### config.mk
export PLATFORM = sky130hd
export DESIGN_NAME = keyboard_port_and_loopback_fifos_core
export DESIGN_NICKNAME = d
export VERILOG_FILES = /design/src/rtl/kbp_pkg.sv /design/src/rtl/keyboard_port_and_loopback_fifos_core.sv /design/src/rtl/kbp_fifo.sv /design/src/rtl/kbp_decode.sv
export SDC_FILE = /design/constraint.sdc
export NUM_CORES = 1
export LEC_CHECK = 0
export ABC_AREA = 1
export BUFFER_PORTS_ARGS = -buffer_cell sky130_fd_sc_hd__buf_4
export CAP_MARGIN = 20
export CORE_MARGIN = 4
export CORE_UTILIZATION = 30
export CTS_CLUSTER_DIAMETER = 30
export DETAILED_ROUTE_END_ITERATION = 10
export PLACE_DENSITY = 0.43
export REMOVE_ABC_BUFFERS = 1
export SYNTH_ARGS = -nofsm -noshare
export SYNTH_HDL_FRONTEND = slang
export SYNTH_HIERARCHICAL = 1
export SYNTH_SLANG_ARGS = --single-unit
### constraint.sdc
create_clock -name aclk -period 3.2 [get_ports aclk]
set_input_delay 0.48 -clock aclk [delete_from_list [all_inputs] [get_ports aclk]]
set_output_delay 0.48 -clock aclk [all_outputs]
set_load 0.005 [all_outputs]
### src/rtl/kbp_pkg.sv
// ----------------------------------------------------------------------------
// kbp_pkg
// Shared types and constants for the keyboard port and loopback fifo core.
// ----------------------------------------------------------------------------
package kbp_pkg;

    // access kinds
    localparam logic [1:0] KIND_READ  = 2'd0;
    localparam logic [1:0] KIND_WRITE = 2'd1;
    localparam logic [1:0] KIND_KEY   = 2'd2;

    // forward targets
    localparam logic [1:0] TGT_NONE   = 2'd0;
    localparam logic [1:0] TGT_SERIAL = 2'd1;
    localparam logic [1:0] TGT_TIMER  = 2'd2;

    // offset groups, address bits 4..2
    localparam logic [2:0] GRP_KEY    = 3'b000;
    localparam logic [2:0] GRP_FIFO   = 3'b100;
    localparam logic [2:0] GRP_SERIAL = 3'b101;

    // keyboard sub-ports, address bits 1..0
    localparam logic [1:0] SUB_KEY_DATA = 2'd0;
    localparam logic [1:0] SUB_KEY_STAT = 2'd1;
    localparam logic [1:0] SUB_KEY_CMD  = 2'd2;
    localparam logic [1:0] SUB_KEY_DUMMY = 2'd3;

    // byte constants
    localparam logic [7:0] BYTE_IDLE      = 8'hff;
    localparam logic [7:0] BYTE_KEY_STAT  = 8'hf7;
    localparam logic [7:0] BYTE_CMD_SET   = 8'hfb;
    localparam logic [7:0] BYTE_CMD_CLEAR = 8'h00;
    localparam logic [7:0] BYTE_KEY_RESET = 8'ha0;
    localparam logic [7:0] BYTE_FIFO_STAT = 8'h04;

    localparam logic [2:0] BASE_PAGE_RESET = 3'd7;

    // per-channel fifo controls
    typedef struct packed {
        logic push;
        logic pop;
        logic clear;
    } kbp_fifo_ctrl_t;

    // state seen by the decoder
    typedef struct packed {
        logic            key_pending;
        logic [7:0]      key_code;
        logic [1:0]      hold_valid;
        logic [1:0][7:0] hold_byte;
        logic [1:0]      fifo_not_empty;
        logic [1:0][7:0] fifo_data;
    } kbp_state_t;

    // state updates requested by the decoder
    typedef struct packed {
        logic                key_set;
        logic [7:0]          key_value;
        logic                key_clear;
        logic                hold_set;
        logic                hold_clear;
        logic                ch;
        kbp_fifo_ctrl_t [1:0] fifo;
    } kbp_update_t;

    // one result item
    typedef struct packed {
        logic       claimed;
        logic [7:0] read_data;
        logic [1:0] forward_target;
        logic [1:0] forward_register;
    } kbp_result_t;

endpackage

### src/rtl/keyboard_port_and_loopback_fifos_core.sv
// An accepted access is held in the input register, and its result in the result register.
// Throughput: one access per cycle while the result is not stalled; the single decode stage sets the rate.
// A stalled result register holds the decode stage, which then holds the input.
// Reset (aresetn low, synchronous) empties both stages and both fifos, clears
// key pending and the serial holders, and sets base_page to 7.
// ----------------------------------------------------------------------------
// keyboard_port_and_loopback_fifos_core
// I/O-mapped keyboard card with printer and serial loopback storage.
// ----------------------------------------------------------------------------
module keyboard_port_and_loopback_fifos_core
    import kbp_pkg::*;
#(
    parameter int FIFO_DEPTH = 16
) (
    input  logic       aclk,
    input  logic       aresetn,
    input  logic       cfg_we,
    input  logic [2:0] cfg_wdata,
    input  logic       s_valid,
    output logic       s_ready,
    input  logic [1:0] s_kind,
    input  logic [7:0] s_port_address,
    input  logic [7:0] s_write_data,
    output logic       m_valid,
    input  logic       m_ready,
    output logic       m_claimed,
    output logic [7:0] m_read_data,
    output logic [1:0] m_forward_target,
    output logic [1:0] m_forward_register
);

    logic [2:0]      base_page_reg;
    logic            in_valid_reg;
    logic [1:0]      in_kind_reg;
    logic [7:0]      in_addr_reg;
    logic [7:0]      in_data_reg;
    logic            out_valid_reg;
    kbp_result_t     out_reg;
    logic            key_pending_reg;
    logic [7:0]      key_code_reg;
    logic [1:0]      hold_valid_reg;
    logic [1:0][7:0] hold_byte_reg;
    logic            advance;
    kbp_state_t      state;
    kbp_update_t     update;
    kbp_result_t     result;
    kbp_fifo_ctrl_t  fifo_ctrl [2];
    logic [1:0]      fifo_not_empty;
    logic [7:0]      fifo_data [2];

    // stage handshake
    assign advance = in_valid_reg && (!out_valid_reg || m_ready);
    assign s_ready = !in_valid_reg || advance;

    // configuration register
    always_ff @(posedge aclk) begin
        if (!aresetn) begin
            base_page_reg <= BASE_PAGE_RESET;
        end else if (cfg_we) begin
            base_page_reg <= cfg_wdata;
        end
    end

    // input register
    always_ff @(posedge aclk) begin
        if (!aresetn) begin
            in_valid_reg <= 1'b0;
        end else if (s_ready) begin
            in_valid_reg <= s_valid;
        end
    end

    always_ff @(posedge aclk) begin
        if (s_valid && s_ready) begin
            in_kind_reg <= s_kind;
            in_addr_reg <= s_port_address;
            in_data_reg <= s_write_data;
        end
    end

    // decode
    assign state.key_pending    = key_pending_reg;
    assign state.key_code       = key_code_reg;
    assign state.hold_valid     = hold_valid_reg;
    assign state.hold_byte      = hold_byte_reg;
    assign state.fifo_not_empty = fifo_not_empty;
    assign state.fifo_data[0]   = fifo_data[0];
    assign state.fifo_data[1]   = fifo_data[1];

    kbp_decode u_decode (
        .kind         (in_kind_reg),
        .port_address (in_addr_reg),
        .write_data   (in_data_reg),
        .base_page    (base_page_reg),
        .state        (state),
        .result       (result),
        .update       (update)
    );

    // keyboard code and pending flag
    always_ff @(posedge aclk) begin
        if (!aresetn) begin
            key_pending_reg <= 1'b0;
            key_code_reg    <= BYTE_KEY_RESET;
        end else if (advance) begin
            if (update.key_set) begin
                key_pending_reg <= 1'b1;
                key_code_reg    <= update.key_value;
            end else if (update.key_clear) begin
                key_pending_reg <= 1'b0;
            end
        end
    end

    // serial loopback holders
    always_ff @(posedge aclk) begin
        if (!aresetn) begin
            hold_valid_reg <= '0;
        end else if (advance) begin
            if (update.hold_set) begin
                hold_valid_reg[update.ch] <= 1'b1;
            end else if (update.hold_clear) begin
                hold_valid_reg[update.ch] <= 1'b0;
            end
        end
    end

    always_ff @(posedge aclk) begin
        if (advance && update.hold_set) begin
            hold_byte_reg[update.ch] <= in_data_reg;
        end
    end

    // printer loopback fifos
    for (genvar c = 0; c < 2; c++) begin : g_fifo
        assign fifo_ctrl[c].push  = advance && update.fifo[c].push;
        assign fifo_ctrl[c].pop   = advance && update.fifo[c].pop;
        assign fifo_ctrl[c].clear = advance && update.fifo[c].clear;

        kbp_fifo #(
            .FIFO_DEPTH (FIFO_DEPTH)
        ) u_fifo (
            .aclk      (aclk),
            .aresetn   (aresetn),
            .ctrl      (fifo_ctrl[c]),
            .wdata     (in_data_reg),
            .not_empty (fifo_not_empty[c]),
            .rdata     (fifo_data[c])
        );
    end

    // result register
    always_ff @(posedge aclk) begin
        if (!aresetn) begin
            out_valid_reg <= 1'b0;
        end else if (!out_valid_reg || m_ready) begin
            out_valid_reg <= in_valid_reg;
        end
    end

    always_ff @(posedge aclk) begin
        if (advance) begin
            out_reg <= result;
        end
    end

    assign m_valid            = out_valid_reg;
    assign m_claimed          = out_reg.claimed;
    assign m_read_data        = out_reg.read_data;
    assign m_forward_target   = out_reg.forward_target;
    assign m_forward_register = out_reg.forward_register;

endmodule

### src/rtl/kbp_fifo.sv
// ----------------------------------------------------------------------------
// kbp_fifo
// One printer loopback fifo with registered read of the head entry.
// ----------------------------------------------------------------------------
module kbp_fifo
    import kbp_pkg::*;
#(
    parameter int FIFO_DEPTH = 16
) (
    input  logic           aclk,
    input  logic           aresetn,
    input  kbp_fifo_ctrl_t ctrl,
    input  logic [7:0]     wdata,
    output logic           not_empty,
    output logic [7:0]     rdata
);

    localparam int PTR_W = $clog2(FIFO_DEPTH);
    localparam int CNT_W = $clog2(FIFO_DEPTH + 1);

    logic [7:0]       store_mem [FIFO_DEPTH];
    logic [7:0]       rdata_reg;
    logic [PTR_W-1:0] head_reg, head_next;
    logic [PTR_W-1:0] tail_reg, tail_next;
    logic [CNT_W-1:0] count_reg, count_next;
    logic             full;
    logic             do_push;
    logic             do_pop;

    function automatic logic [PTR_W-1:0] ptr_inc(input logic [PTR_W-1:0] p);
        return (p == PTR_W'(FIFO_DEPTH - 1)) ? '0 : p + 1'b1;
    endfunction

    assign full      = (count_reg == CNT_W'(FIFO_DEPTH));
    assign not_empty = (count_reg != '0);
    assign do_push   = ctrl.push && !full;
    assign do_pop    = ctrl.pop && not_empty;
    assign rdata     = rdata_reg;

    // pointer and count update
    always_comb begin
        head_next  = head_reg;
        tail_next  = tail_reg;
        count_next = count_reg;
        if (ctrl.clear) begin
            head_next  = '0;
            tail_next  = '0;
            count_next = '0;
        end else if (do_push) begin
            tail_next  = ptr_inc(tail_reg);
            count_next = count_reg + 1'b1;
        end else if (do_pop) begin
            head_next  = ptr_inc(head_reg);
            count_next = count_reg - 1'b1;
        end
    end

    always_ff @(posedge aclk) begin
        if (!aresetn) begin
            head_reg  <= '0;
            tail_reg  <= '0;
            count_reg <= '0;
        end else begin
            head_reg  <= head_next;
            tail_reg  <= tail_next;
            count_reg <= count_next;
        end
    end

    // store write and head prefetch, bypassing a push into the new head slot
    always_ff @(posedge aclk) begin
        if (do_push) begin
            store_mem[tail_reg] <= wdata;
        end
        if (do_push && (tail_reg == head_next)) begin
            rdata_reg <= wdata;
        end else begin
            rdata_reg <= store_mem[head_next];
        end
    end

endmodule

### src/rtl/kbp_decode.sv
// ----------------------------------------------------------------------------
// kbp_decode
// Port window decode: builds the result and the state updates for one access.
// ----------------------------------------------------------------------------
module kbp_decode
    import kbp_pkg::*;
(
    input  logic [1:0]  kind,
    input  logic [7:0]  port_address,
    input  logic [7:0]  write_data,
    input  logic [2:0]  base_page,
    input  kbp_state_t  state,
    output kbp_result_t result,
    output kbp_update_t update
);

    logic       is_read;
    logic       ch;
    logic [1:0] sub;
    logic [2:0] grp;

    assign is_read = (kind == KIND_READ);
    assign ch      = port_address[1];
    assign sub     = port_address[1:0];
    assign grp     = port_address[4:2];

    always_comb begin
        result.claimed          = 1'b0;
        result.read_data        = BYTE_IDLE;
        result.forward_target   = TGT_NONE;
        result.forward_register = 2'd0;
        update                  = '0;
        update.key_value        = write_data;
        update.ch               = ch;

        unique case (kind) inside
            KIND_KEY: begin
                update.key_set = 1'b1;
            end
            KIND_READ, KIND_WRITE: begin
                if (port_address[7:5] == base_page) begin
                    unique case (grp) inside
                        // keyboard data, status and command
                        GRP_KEY: begin
                            if (is_read) begin
                                unique case (sub)
                                    SUB_KEY_DATA: begin
                                        result.claimed = 1'b1;
                                        if (state.key_pending) begin
                                            update.key_clear = 1'b1;
                                            result.read_data = state.key_code;
                                        end
                                    end
                                    SUB_KEY_STAT: begin
                                        result.claimed   = 1'b1;
                                        result.read_data = state.key_pending ?
                                                           BYTE_KEY_STAT : BYTE_IDLE;
                                    end
                                    SUB_KEY_DUMMY: result.claimed = 1'b1;
                                    default: ;
                                endcase
                            end else if (sub == SUB_KEY_CMD) begin
                                result.claimed = 1'b1;
                                if (write_data == BYTE_CMD_SET) begin
                                    update.key_set   = 1'b1;
                                    update.key_value = BYTE_KEY_RESET;
                                end else if (write_data == BYTE_CMD_CLEAR) begin
                                    update.key_clear = 1'b1;
                                end
                            end
                        end
                        // printer loopback fifos
                        GRP_FIFO: begin
                            result.claimed = 1'b1;
                            if (!port_address[0]) begin
                                if (is_read) begin
                                    if (state.fifo_not_empty[ch]) begin
                                        update.fifo[ch].pop = 1'b1;
                                        result.read_data    = state.fifo_data[ch];
                                    end
                                end else begin
                                    update.fifo[ch].push = 1'b1;
                                end
                            end else if (is_read) begin
                                result.read_data = BYTE_FIFO_STAT |
                                                   {7'd0, state.fifo_not_empty[ch]};
                            end else begin
                                update.fifo[ch].clear = 1'b1;
                            end
                        end
                        // serial loopback holders
                        GRP_SERIAL: begin
                            result.claimed = 1'b1;
                            if (is_read && !port_address[0] && state.hold_valid[ch]) begin
                                update.hold_clear = 1'b1;
                                result.read_data  = state.hold_byte[ch];
                            end else begin
                                result.forward_target   = TGT_SERIAL;
                                result.forward_register = sub;
                                if (!is_read) begin
                                    update.hold_set   = !port_address[0];
                                    update.hold_clear = port_address[0];
                                end
                            end
                        end
                        // timer chip
                        3'b11?: begin
                            result.claimed          = 1'b1;
                            result.forward_target   = TGT_TIMER;
                            result.forward_register = sub;
                        end
                        default: ;
                    endcase
                end
            end
            default: ;
        endcase
    end

endmodule

==> results of run 1 <==
## worst paths after layout
check	startpoint	to	slack, ns	cells after the start
worst min-delay path	s_port_address[4]	in_addr_reg[4]	0.05	1
worst min register to register	key_code_reg[5]	key_code_reg[5]	0.46	2
worst max register to register	in_addr_reg[7]	g_fifo[1].u_fifo/count_reg[4]	0.35	19
worst max-delay path	in_addr_reg[7]	g_fifo[1].u_fifo/count_reg[4]	0.35	19
## cell usage in the layout, fill, tap and decap left out, drive strengths merged
cell type and count:
fa 2, clkinvlp 7, dfxtp 50, inv 272, edfxtp 303, nor3 18
a21oi 86, nor3b 1, xor2 3, nand2 284, o211ai 64, nand3 151
bufinv 5, nand4 9, nor2 114, nand2b 1, ha 17, buf 93
xnor2 2, clkbuf 110, o21ai 91, clkinv 40
## cell type report
type | instances | share of cell area [%]
Sequential cell | 353 | 50.8
Multi-Input combinational cell | 843 | 21.6
Clock buffer | 110 | 11.9
Inverter | 270 | 5.17
Tap cell | 680 | 4.28
Timing Repair Buffer | 93 | 3.70
Clock inverter | 54 | 2.55
## stage by stage
stage,std cells,setup slack [ns],utilization [%],setup TNS (ns)
3_5_place_dp,2239,0.350,32.9,0
4_1_cts,2403,0.348,38.5,0
2_1_floorplan,1466,-0.180,-,-1.24
5_1_grt,2403,0.0650,38.5,0
3_3_place_gp,2239,0.366,32.9,0
6_report,2403,0.354,38.5,0
## Yosys cell counts, types with 6 or more instances
cell	number	area (µm²)
ha_1	17	213
nor2_1	102	383
dfxtp_1	50	1000
o21ai_0	87	435
inv_4	6	37.5
clkbuf_1	13	48.8
buf_2	33	165
o211ai_1	64	480
buf_6	9	101
nor3_1	15	75.1
nand4_1	9	56.3
edfxtp_1	303	9100
nand2_1	267	1000
inv_1	258	968
nor2_2	7	43.8
nand2_2	10	62.6
nand3_1	147	736
a21oi_1	85	425
## routing by layer
| layer | wire length (µm) | share of wire, % |
|---|---|---|
| met2 | 18600 | 46 |
| met4 | 1060 | 2.6 |
| met1 | 19200 | 47 |
| met5 | 0 | 0 |
| met3 | 1740 | 4.3 |
## power groups by stage
stage	clock [µW]	sequential (µW)	combinational (µW)
floorplan	0	5160	101
CTS	8510	5060	283
global placement	0	5130	283
global route	8780	5060	306
finish	8330	5060	275
detailed placement	0	5140	283
## worst max-delay path, stage by stage (launching register included)
cell      delay, ns
edfxtp_1       0.37
nand2_1        0.08
nand2_1        0.06
nor2_2         0.26
nand3_2        0.23
nor3_1         0.19
inv_1          0.07
nor2_1         0.32
nand2_8        0.15
inv_4          0.13
fa_1           0.21
inv_1          0.05
nand2_1        0.05
nand2_1        0.05
a21oi_1        0.19
inv_1          0.07
nand2_1        0.08
nand3_1        0.08
nand2_1        0.06
nor2_1         0.04
## kinds of logic (layout without fill, tap and decap cells)
| logic type | count (synthesis) | after routing |
|---|---|---|
| AO/OA/AOI/OAI | 241 | 241 |
| XOR/XNOR | 5 | 5 |
| AND/OR/NAND/NOR | 578 | 578 |
| flip-flops | 353 | 353 |
| buffers and inverters | 333 | 527 |
| adder cells (fa/ha/maj) | 19 | 19 |
==> impl_results.rst, run 1 <==
.. list-table::
   :header-rows: 1

   * - Metric
     - Value
   * - Outcome
     - finished clean
   * - Cell area reported after detailed placement
     - about 0.017 mm²
   * - Root buffer cell
     - clkbuf_16
   * - Reported net switching power
     - 2940 µW
   * - Clk_skew
     - around 0.019 ns
   * - Iter 0 DRT Violations
     - roughly 600
   * - Count of port buffers added during placement
     - 40
   * - Leading register cell type out of synthesis
     - edfxtp_1
   * - P&R area growth vs syn
     - 25.9%
   * - Routed vias
     - between 10,000 and 15,000
   * - Post-layout min period
     - between 2 and 3 ns
   * - Synth async-reset ratio
     - 0%
   * - Required time at the worst-slack endpoint
     - 3.70 ns
   * - Detailed placer's ending HPWL
     - 25,600 µm
   * - Number of global-route vias before repair
     - 11,200
   * - Areal power density over the cells
     - 687 mW/mm²
   * - Proportion of layout cells with a drive suffix above 1
     - 16.4%
   * - Dominant combinational cell family by area after synthesis
     - simple AND/OR/NAND/NOR gates
   * - Starting density of the core
     - 30.5%
   * - Combined flip-flop and latch cell area
     - 0.0101 mm²
   * - Rel. slew slack
     - 51.2%
   * - Area of the placeable core
     - ~0.052 mm²
   * - Flip-flop count of the largest register after layout
     - roughly 260
   * - Worst IR drop on VDD
     - ~400 µV
   * - CTS tree
     - done
   * - Number of sinks handled by clock tree synthesis
     - 353
   * - Number of nets with antenna violations after routing
     - 0
   * - Overall routed net length
     - slightly above 40,000 µm
   * - Parity-gate share of the synthesized area counting xor and xnor cells
     - 0.325%
   * - Count of warnings emitted by yosys
     - 6
   * - Routability cong.
     - 0.791
   * - Compound-cell area share of the yosys netlist
     - 8.70%
   * - Fillers
     - 5,172
   * - Total area of multi-input combinational cells
     - approximately 0.0043 mm²
   * - Critical path arrival
     - 3.34 ns
   * - Die Span X
     - 237 µm
   * - Inserted Clock Buffers
     - 90
   * - Number of enable flip-flop cells after synthesis
     - 303
   * - Post-route worst hold slack
     - between 0.05 and 0.06 ns
   * - Internal Power
     - 10,700 µW
   * - Count of standard-cell rows
     - 83
   * - Clock insertion delay at the later pin of the skew report
     - 0.62 ns
   * - Ports placed on the boundary
     - 41
   * - Die area
     - around 0.056 mm²
   * - Max-cap violations
     - 0
   * - CTS clk-pin slew, worst paths
     - 0.04 ns
   * - Clk pwr share
     - 61.0%
   * - Avg WL per Cell
     - 16.9 µm
   * - Post-Synth Simple-Gate Area
     - 16.6%
   * - Crit. End Element
     - register
   * - RSZ-0062 raised after global routing
     - no
   * - Maximum fanout encountered on the critical timing path
     - 12
   * - Die Height
     - 237 µm
   * - Layout Cell Area excl Fill
     - 0.0199 mm²
   * - Post-cts hold buffer count
     - 0
   * - CP startpoint kind
     - register
   * - Total overflow reported by the global router
     - 0
   * - Max-slew violation count
     - 0
   * - Met3 routing resource usage after global routing
     - 3.21%
   * - Library cells used by synthesis
     - 38
   * - Clock buffer depth
     - 3
   * - FF+latch count, synth
     - 353
   * - Switch share
     - 21.5%
   * - Routing usage on met1
     - roughly a fifth
   * - Resized cells post-CTS
     - 0
   * - Pin slew with the least headroom to its limit
     - between 0.7 and 0.8 ns
   * - Maximum achievable frequency
     - 0.351 GHz
   * - Pin count of the biggest net entering global routing
     - 65
   * - First-pass DRT Iterations
     - 5
   * - Multiplexer area fraction after synthesis
     - 0%
   * - Met2 usage
     - 22.5%
   * - Endpoints failing setup
     - 0
   * - Final net count
     - roughly 1,700
   * - Overall power after layout
     - 13,700 µW
   * - Diode count
     - 0
   * - Number of setup buffers added after CTS
     - 0
   * - Endpoints failing hold
     - 0
   * - Sequential cell fraction of total power
     - 37.0%
   * - Post-synthesis area per instance
     - approximately 10 µm²
   * - Detail-routed via count per cell
     - 4.53
   * - Critical path class
     - reg2reg
   * - Cell leakage power
     - about 0.008 µW
   * - Syn Inst Count
     - 1,529
   * - Adder and majority cell fraction of the synthesized area
     - 1.60%
   * - Final worst-path cycle share
     - 88.9%
   * - Total routing usage reported by global routing
     - 14.5%
   * - Number of H-tree levels
     - 3
   * - Netlist area before placement
     - 0.0158 mm²
   * - Combinational cell fraction of total power
     - 2.0%
   * - First-pass GRT wire length
     - 63,800 µm
   * - Residual DRC count
     - 0
   * - Worst min-delay path class
     - in2reg
   * - Layer carrying the most global-route usage
     - met2
   * - Sequential-to-total area share from yosys stat
     - between 60% and 70%
   * - Initial antenna violation count
     - 0
(Power assumes the default switching activity.)
==> run 2, diff against run 1 <==
--- a/config.mk
+++ b/config.mk
@@ -9,10 +9,10 @@
 export BUFFER_PORTS_ARGS = -buffer_cell sky130_fd_sc_hd__buf_4
 export CAP_MARGIN = 20
 export CORE_MARGIN = 4
-export CORE_UTILIZATION = 30
+export CORE_UTILIZATION = 50
 export CTS_CLUSTER_DIAMETER = 30
 export DETAILED_ROUTE_END_ITERATION = 10
-export PLACE_DENSITY = 0.43
+export PLACE_DENSITY = 0.65
 export REMOVE_ABC_BUFFERS = 1
 export SYNTH_ARGS = -nofsm -noshare
 export SYNTH_HDL_FRONTEND = slang
==> impl_results.rst, run 2 (synthesis gave the netlist of run 1 again) <==
.. list-table::
   :header-rows: 1

   * - Metric
     - Value
   * - Outcome
     - finished clean
   * - Pin slew with the least headroom to its limit
     - slightly above 0.7 ns
   * - Most repeated library cell on the critical path
     - nand2_1
   * - Area of the placeable core
     - 0.0309 mm²
   * - Aggregate negative setup slack
     - 0 ns
   * - Final net count
     - between 1,500 and 2,000
   * - Endpoints failing setup
     - 0
   * - Max-slew violation count
     - 0
   * - Rel. slew slack
     - 52.0%
   * - Areal power density over the cells
     - 661 mW/mm²
   * - Slack of the worst reg-to-reg path
     - 0.35 ns
   * - Total overflow reported by the global router
     - 0
   * - RSZ-0062 raised after global routing
     - no
   * - CTS clk-pin slew, worst paths
     - around 0.050 ns
   * - Worst path slowest cell
     - edfxtp_1
   * - Diode count
     - 0
   * - Maximum cell stage delay along the critical path
     - 0.38 ns
   * - Critical path arrival
     - 3.30 ns
   * - Destination of the worst hold path
     - in_addr_reg[5]
   * - Pin count of the biggest net entering global routing
     - 66
   * - Max-cap violations
     - 0
   * - Initial antenna violation count
     - 0
   * - Number of H-tree levels
     - 3
   * - Most frequent cells in the layout
     - edfxtp_1 (303), nand2_1 (267), inv_1 (258), nand3_1 (147), nor2_1 (102)
   * - Resized cells post-CTS
     - 0
   * - Detailed placer's ending HPWL
     - 21,900 µm
   * - Ports placed on the boundary
     - 41
   * - Maximum achievable frequency
     - 0.351 GHz
   * - Required time at the worst-slack endpoint
     - about 3.7 ns
   * - RR Startpoint
     - in_addr_reg[7]
   * - Flip-flop count of the largest register after layout
     - about 260
   * - Hold Path Depth
     - 1
   * - CP startpoint kind
     - register
   * - Total routing usage reported by global routing
     - about a fifth
   * - Overall routed net length
     - 35,200 µm
   * - Residual DRC count
     - 0
   * - Root buffer cell
     - clkbuf_16
   * - Critical path class
     - reg2reg
   * - Iter 0 DRT Violations
     - 897
   * - Number of global-route vias before repair
     - 10,800
   * - Worst R2R End
     - g_fifo[1].u_fifo/count_reg[4]
   * - Die Span X
     - roughly 190 µm
   * - Die Height
     - between 150 and 200 µm
   * - Number of setup buffers added after CTS
     - 0
   * - Number of sinks handled by clock tree synthesis
     - 353
   * - Proportion of layout cells with a drive suffix above 1
     - 15.5%
   * - Detail-routed via count per cell
     - roughly 5.2
   * - Number of nets with antenna violations after routing
     - 0
   * - Cell leakage power
     - between 0.007 and 0.008 µW
   * - Final worst-path cycle share
     - between 80% and 90%
   * - Endpoints failing hold
     - 0
   * - Most common cell after layout, fill and taps aside
     - edfxtp_1
   * - Post-layout min period
     - 2.85 ns
   * - Worst IR drop on VDD
     - 431 µV
   * - Clk_skew
     - ~0.016 ns
   * - Fillers
     - 2,510
   * - Critical path cell sequence
     - nand2_1, nand2_1, nor2_2, nand3_2, nor3_1, inv_1, nor2_1, nand2_8, inv_4, fa_1, inv_1, nand2_1, nand2_1, a21oi_1, inv_1, nand2_1, nand3_1, nand2_1, nor2_1
   * - P&R area growth vs syn
     - 20.9%
   * - Clock insertion delay at the later pin of the skew report
     - between 0.5 and 0.6 ns
   * - Crit. End Element
     - register
   * - Inserted Clock Buffers
     - between 70 and 80
   * - Kind of cell adding the most delay to the critical path
     - simple AND/OR/NAND/NOR gates
   * - Clock buffer depth
     - 3
   * - First-pass GRT wire length
     - 56,200 µm
   * - Utilization after layout
     - 61.8%
   * - Source of the worst hold timing path
     - s_port_address[5]
   * - Count of port buffers added during placement
     - 40
   * - Post-cts hold buffer count
     - 0
   * - CTS tree
     - done
   * - Worst min-delay path class
     - in2reg
   * - Count of buffering cells on the critical path with inverters included
     - 4
   * - Avg WL per Cell
     - approximately 17 µm
   * - Maximum fanout encountered on the critical timing path
     - 12
   * - Routability cong.
     - 0.881
   * - Count of standard-cell rows
     - 64
   * - Die area
     - 0.0345 mm²
   * - Depth of the most critical reg-to-reg path
     - 19
   * - First-pass DRT Iterations
     - 6
   * - Post-route worst hold slack
     - 0.0948 ns
   * - Routed vias
     - 10,900
   * - Starting density of the core
     - 51.1%
## run 2: changes by cell type in the layout (fill, tap and decap cells not counted), sizes merged
cell / before / now
bufinv: 5 / 7
clkinvlp: 7 / 5
buf: 93 / 90
clkbuf: 110 / 87
inv: 272 / 276
clkinv: 40 / 30
## run 2: metal layers
metal	vias up	part of all wire [%]	GRT usage [%]	routed length, µm
li1	5367	-	-	-
met1	5179	43	27.5	15200
met2	320	48	33.5	16800
met3	76	6.0	4.28	2110
met4	0	3.1	8.51	1090
met5	-	0	0	0
## run 2: power by group
| group | leakage (µW) | total, µW | internal [µW] | switching [µW] |
|---|---|---|---|---|
| combinational | 0.00324 | 260 | 70.0 | 190 |
| sequential | 0.00312 | 5050 | 5030 | 18.3 |
| clock | 0.00119 | 7310 | 4910 | 2400 |
| total | 0.00755 | 12600 | 10000 | 2610 |
## run 2: how the worst max path moves through the flow
stage	start	depth (start not counted)	endpoint	slack (ns)
after floorplan	register	13	m_read_data[7]	-0.18
after global placement	in_addr_reg[7]	19	g_fifo[1].u_fifo/count_reg[4]	0.50
after detailed placement	in_addr_reg[7]	19	g_fifo[1].u_fifo/count_reg[4]	0.44
after CTS	in_addr_reg[7]	19	g_fifo[1].u_fifo/count_reg[4]	0.38
after global routing	in_addr_reg[7]	19	g_fifo[1].u_fifo/count_reg[4]	0.02
final	in_addr_reg[7]	19	g_fifo[1].u_fifo/count_reg[4]	0.35
## run 2: final cells by class
type,instances,area (µm²),area share [%]
clock inverters,48,500,2.62
flip-flops and latches,353,10100,52.9
inverters,270,1030,5.38
clock buffers,87,1940,10.2
multi-input cells,843,4300,22.5
well taps,396,495,2.59
repair buffers,90,726,3.80
## run 2: through the flow
stage | cell area [µm²] | setup slack, ns | power, µW | instances
2_1_floorplan | 15400 | -0.180 | 5260 | 1466
3_3_place_gp | 16700 | 0.504 | 5390 | 1952
3_5_place_dp | 16700 | 0.443 | 5400 | 1952
4_1_cts | 19100 | 0.382 | 12700 | 2087
5_1_grt | 19100 | 0.0194 | 13000 | 2087
6_report | 19100 | 0.352 | 12600 | 2087
==> run 3, diff against run 2 <==
--- a/config.mk
+++ b/config.mk
@@ -8,6 +8,7 @@
 export ABC_AREA = 1
 export BUFFER_PORTS_ARGS = -buffer_cell sky130_fd_sc_hd__buf_4
 export CAP_MARGIN = 20
+export CORE_ASPECT_RATIO = 0.6
 export CORE_MARGIN = 4
 export CORE_UTILIZATION = 50
 export CTS_CLUSTER_DIAMETER = 30
==> impl_results.rst, run 3 (synthesis gave the netlist of run 1 again) <==
.. list-table::
   :header-rows: 1

   * - Metric
     - Value
   * - Aggregate negative setup slack
     - 0 ns
   * - Routability cong.
     - 0.918
   * - Avg WL per Cell
     - 17.9 µm
   * - Total routing usage reported by global routing
     - 21.2%
   * - Overall routed net length
     - 37,000 µm
   * - Ports placed on the boundary
     - 41
   * - Iter 0 DRT Violations
     - approximately 1,000
   * - Residual DRC count
     - 0
   * - Die Span X
     - 237 µm
   * - Pin slew with the least headroom to its limit
     - roughly 0.75 ns
   * - Resized cells post-CTS
     - 0
   * - Layout Cell Area excl Fill
     - 0.0184 mm²
   * - Worst IR drop on VDD
     - 417 µV
   * - Final worst-path cycle share
     - 90.7%
   * - Number of nets with antenna violations after routing
     - 0
   * - Cell leakage power
     - a little over 0.007 µW
   * - Cell area reported after detailed placement
     - 0.0167 mm²
   * - Pin count of the biggest net entering global routing
     - 129
   * - Initial antenna violation count
     - 0
   * - RR Startpoint
     - in_addr_reg[7]
   * - CTS clk-pin slew, worst paths
     - approximately 0.050 ns
   * - CP startpoint kind
     - register
   * - Critical path cell sequence
     - nand2_1, nand2_1, nor2_2, nand3_2, nor3_1, inv_1, nor2_1, nand2_8, inv_4, fa_1, inv_1, nand2_1, nand2_1, a21oi_1, inv_1, nand2_1, nand3_1, nand2_1, nor2_1
   * - Worst min-delay path class
     - in2reg
   * - Maximum cell stage delay along the critical path
     - approximately 0.38 ns
   * - Final net count
     - 1,650
   * - Clk_skew
     - 0.0144 ns
   * - Critical path arrival
     - 3.36 ns
   * - Slack of the worst reg-to-reg path
     - 0.30 ns
   * - Maximum achievable frequency
     - roughly 0.34 GHz
   * - Area of the placeable core
     - 0.0312 mm²
   * - Maximum fanout encountered on the critical timing path
     - 12
   * - Endpoints failing hold
     - 0
   * - Clock insertion delay at the later pin of the skew report
     - 0.56 ns
   * - Routed vias
     - 10,900
   * - Die Height
     - 146 µm
   * - Post-cts hold buffer count
     - 0
   * - Clock buffer depth
     - 3
   * - CTS tree
     - done
   * - Rel. slew slack
     - between 50% and 60%
   * - Destination of the worst hold path
     - in_addr_reg[7]
   * - Worst path slowest cell
     - edfxtp_1
   * - Max-cap violations
     - 0
   * - Depth of the most critical reg-to-reg path
     - 19
   * - Most frequent cells in the layout
     - edfxtp_1 (303), nand2_1 (267), inv_1 (258), nand3_1 (147), nor2_1 (102)
   * - Most repeated library cell on the critical path
     - nand2_1
   * - Detail-routed via count per cell
     - 5.31
   * - Critical path class
     - reg2reg
   * - Starting density of the core
     - between 50% and 60%
   * - Max-slew violation count
     - 0
   * - Total overflow reported by the global router
     - 0
   * - Proportion of layout cells with a drive suffix above 1
     - between 10% and 20%
   * - Most common cell after layout, fill and taps aside
     - edfxtp_1
   * - Areal power density over the cells
     - 588 mW/mm²
   * - Number of global-route vias before repair
     - about 10,000
   * - Number of sinks handled by clock tree synthesis
     - 353
   * - Required time at the worst-slack endpoint
     - 3.66 ns
   * - Source of the worst hold timing path
     - s_port_address[7]
   * - Hold Path Depth
     - 1
   * - Detailed placer's ending HPWL
     - 23,500 µm
   * - Count of port buffers added during placement
     - 40
   * - Inserted Clock Buffers
     - 48
   * - RSZ-0062 raised after global routing
     - no
   * - First-pass DRT Iterations
     - 6
   * - P&R area growth vs syn
     - 16.2%
   * - Worst R2R End
     - g_fifo[1].u_fifo/count_reg[4]
   * - First-pass GRT wire length
     - 57,800 µm
   * - Number of setup buffers added after CTS
     - 0
   * - Crit. End Element
     - register
   * - Outcome
     - finished clean
   * - Number of H-tree levels
     - 2
   * - Count of standard-cell rows
     - 50
   * - Die area
     - 0.0346 mm²
   * - Flip-flop count of the largest register after layout
     - 256
   * - Endpoints failing setup
     - 0
   * - Root buffer cell
     - clkbuf_16
   * - Post-layout min period
     - ~2.9 ns
[run 3: cell count changes in the layout (fill, tap and decap cells not counted)]
cell        change
clkbuf_1        -4
inv_16          +1
clkinv_4        +1
clkinv_8        -2
clkinv_2        -4
clkbuf_16      -26
clkbuf_8        -3
inv_6           +1
clkinv_1        -6
diode_2         +1
clkinvlp_4      -2
buf_4           -1
inv_4           -1
[run 3: per-layer routing]
metal  track usage, %  routed length, µm
met5                0                  0
met4             4.52                563
met3             5.57               3480
met2             29.0              15100
met1             34.0              17900
[run 3: how the worst max path moves through the flow]
stage	startpoint	cells past startpoint	endpoint	slack, ns
after floorplan	register	13	m_read_data[7]	-0.18
after global placement	in_addr_reg[7]	19	g_fifo[1].u_fifo/count_reg[4]	0.43
after CTS	in_addr_reg[7]	19	g_fifo[1].u_fifo/count_reg[4]	0.34
after detailed placement	in_addr_reg[7]	19	g_fifo[1].u_fifo/count_reg[4]	0.34
after global routing	in_addr_reg[7]	19	g_fifo[1].u_fifo/count_reg[4]	0.10
final	in_addr_reg[7]	19	g_fifo[1].u_fifo/count_reg[4]	0.30
[run 3: through the flow]
| stage | utilization (%) | hold slack (ns) | instances | total power [µW] | worst slack, ns |
|---|---|---|---|---|---|
| 4_1_cts | 58.9 | 0.0651 | 2061 | 10900 | 0.340 |
| 6_report | 58.9 | 0.0903 | 2062 | 10800 | 0.298 |
| 3_5_place_dp | 53.5 | 0.452 | 1971 | 5400 | 0.342 |
| 2_1_floorplan | - | 0.429 | 1466 | 5260 | -0.180 |
| 5_1_grt | 58.9 | 0.0746 | 2061 | 11100 | 0.102 |
| 3_3_place_gp | 53.5 | 0.444 | 1971 | 5390 | 0.434 |
[run 3: final cells by class]
type	instances	area, µm²
Clock buffer	54	1230
Antenna cell	1	2.50
Inverter	270	1030
Multi-Input combinational cell	843	4300
Clock inverter	36	442
Sequential cell	353	10100
Timing Repair Buffer	89	718
Tap cell	416	520
Fill cell	2630	12800
[run 3: critical path, delay by kind of cell, from the launching register on]
family          cells  cell delay (ns)
fa+ha+maj           1             0.21
flops               1             0.38
simple gates       13             1.70
compound gates      1             0.20
buf+inv             4             0.30
[run 3: power by group]
group	switching, µW	internal [µW]	leakage, µW
combinational	196	69.2	0.00324
sequential	18.6	5020	0.00312
clock	2090	3400	0.000813
total	2300	8490	0.00718
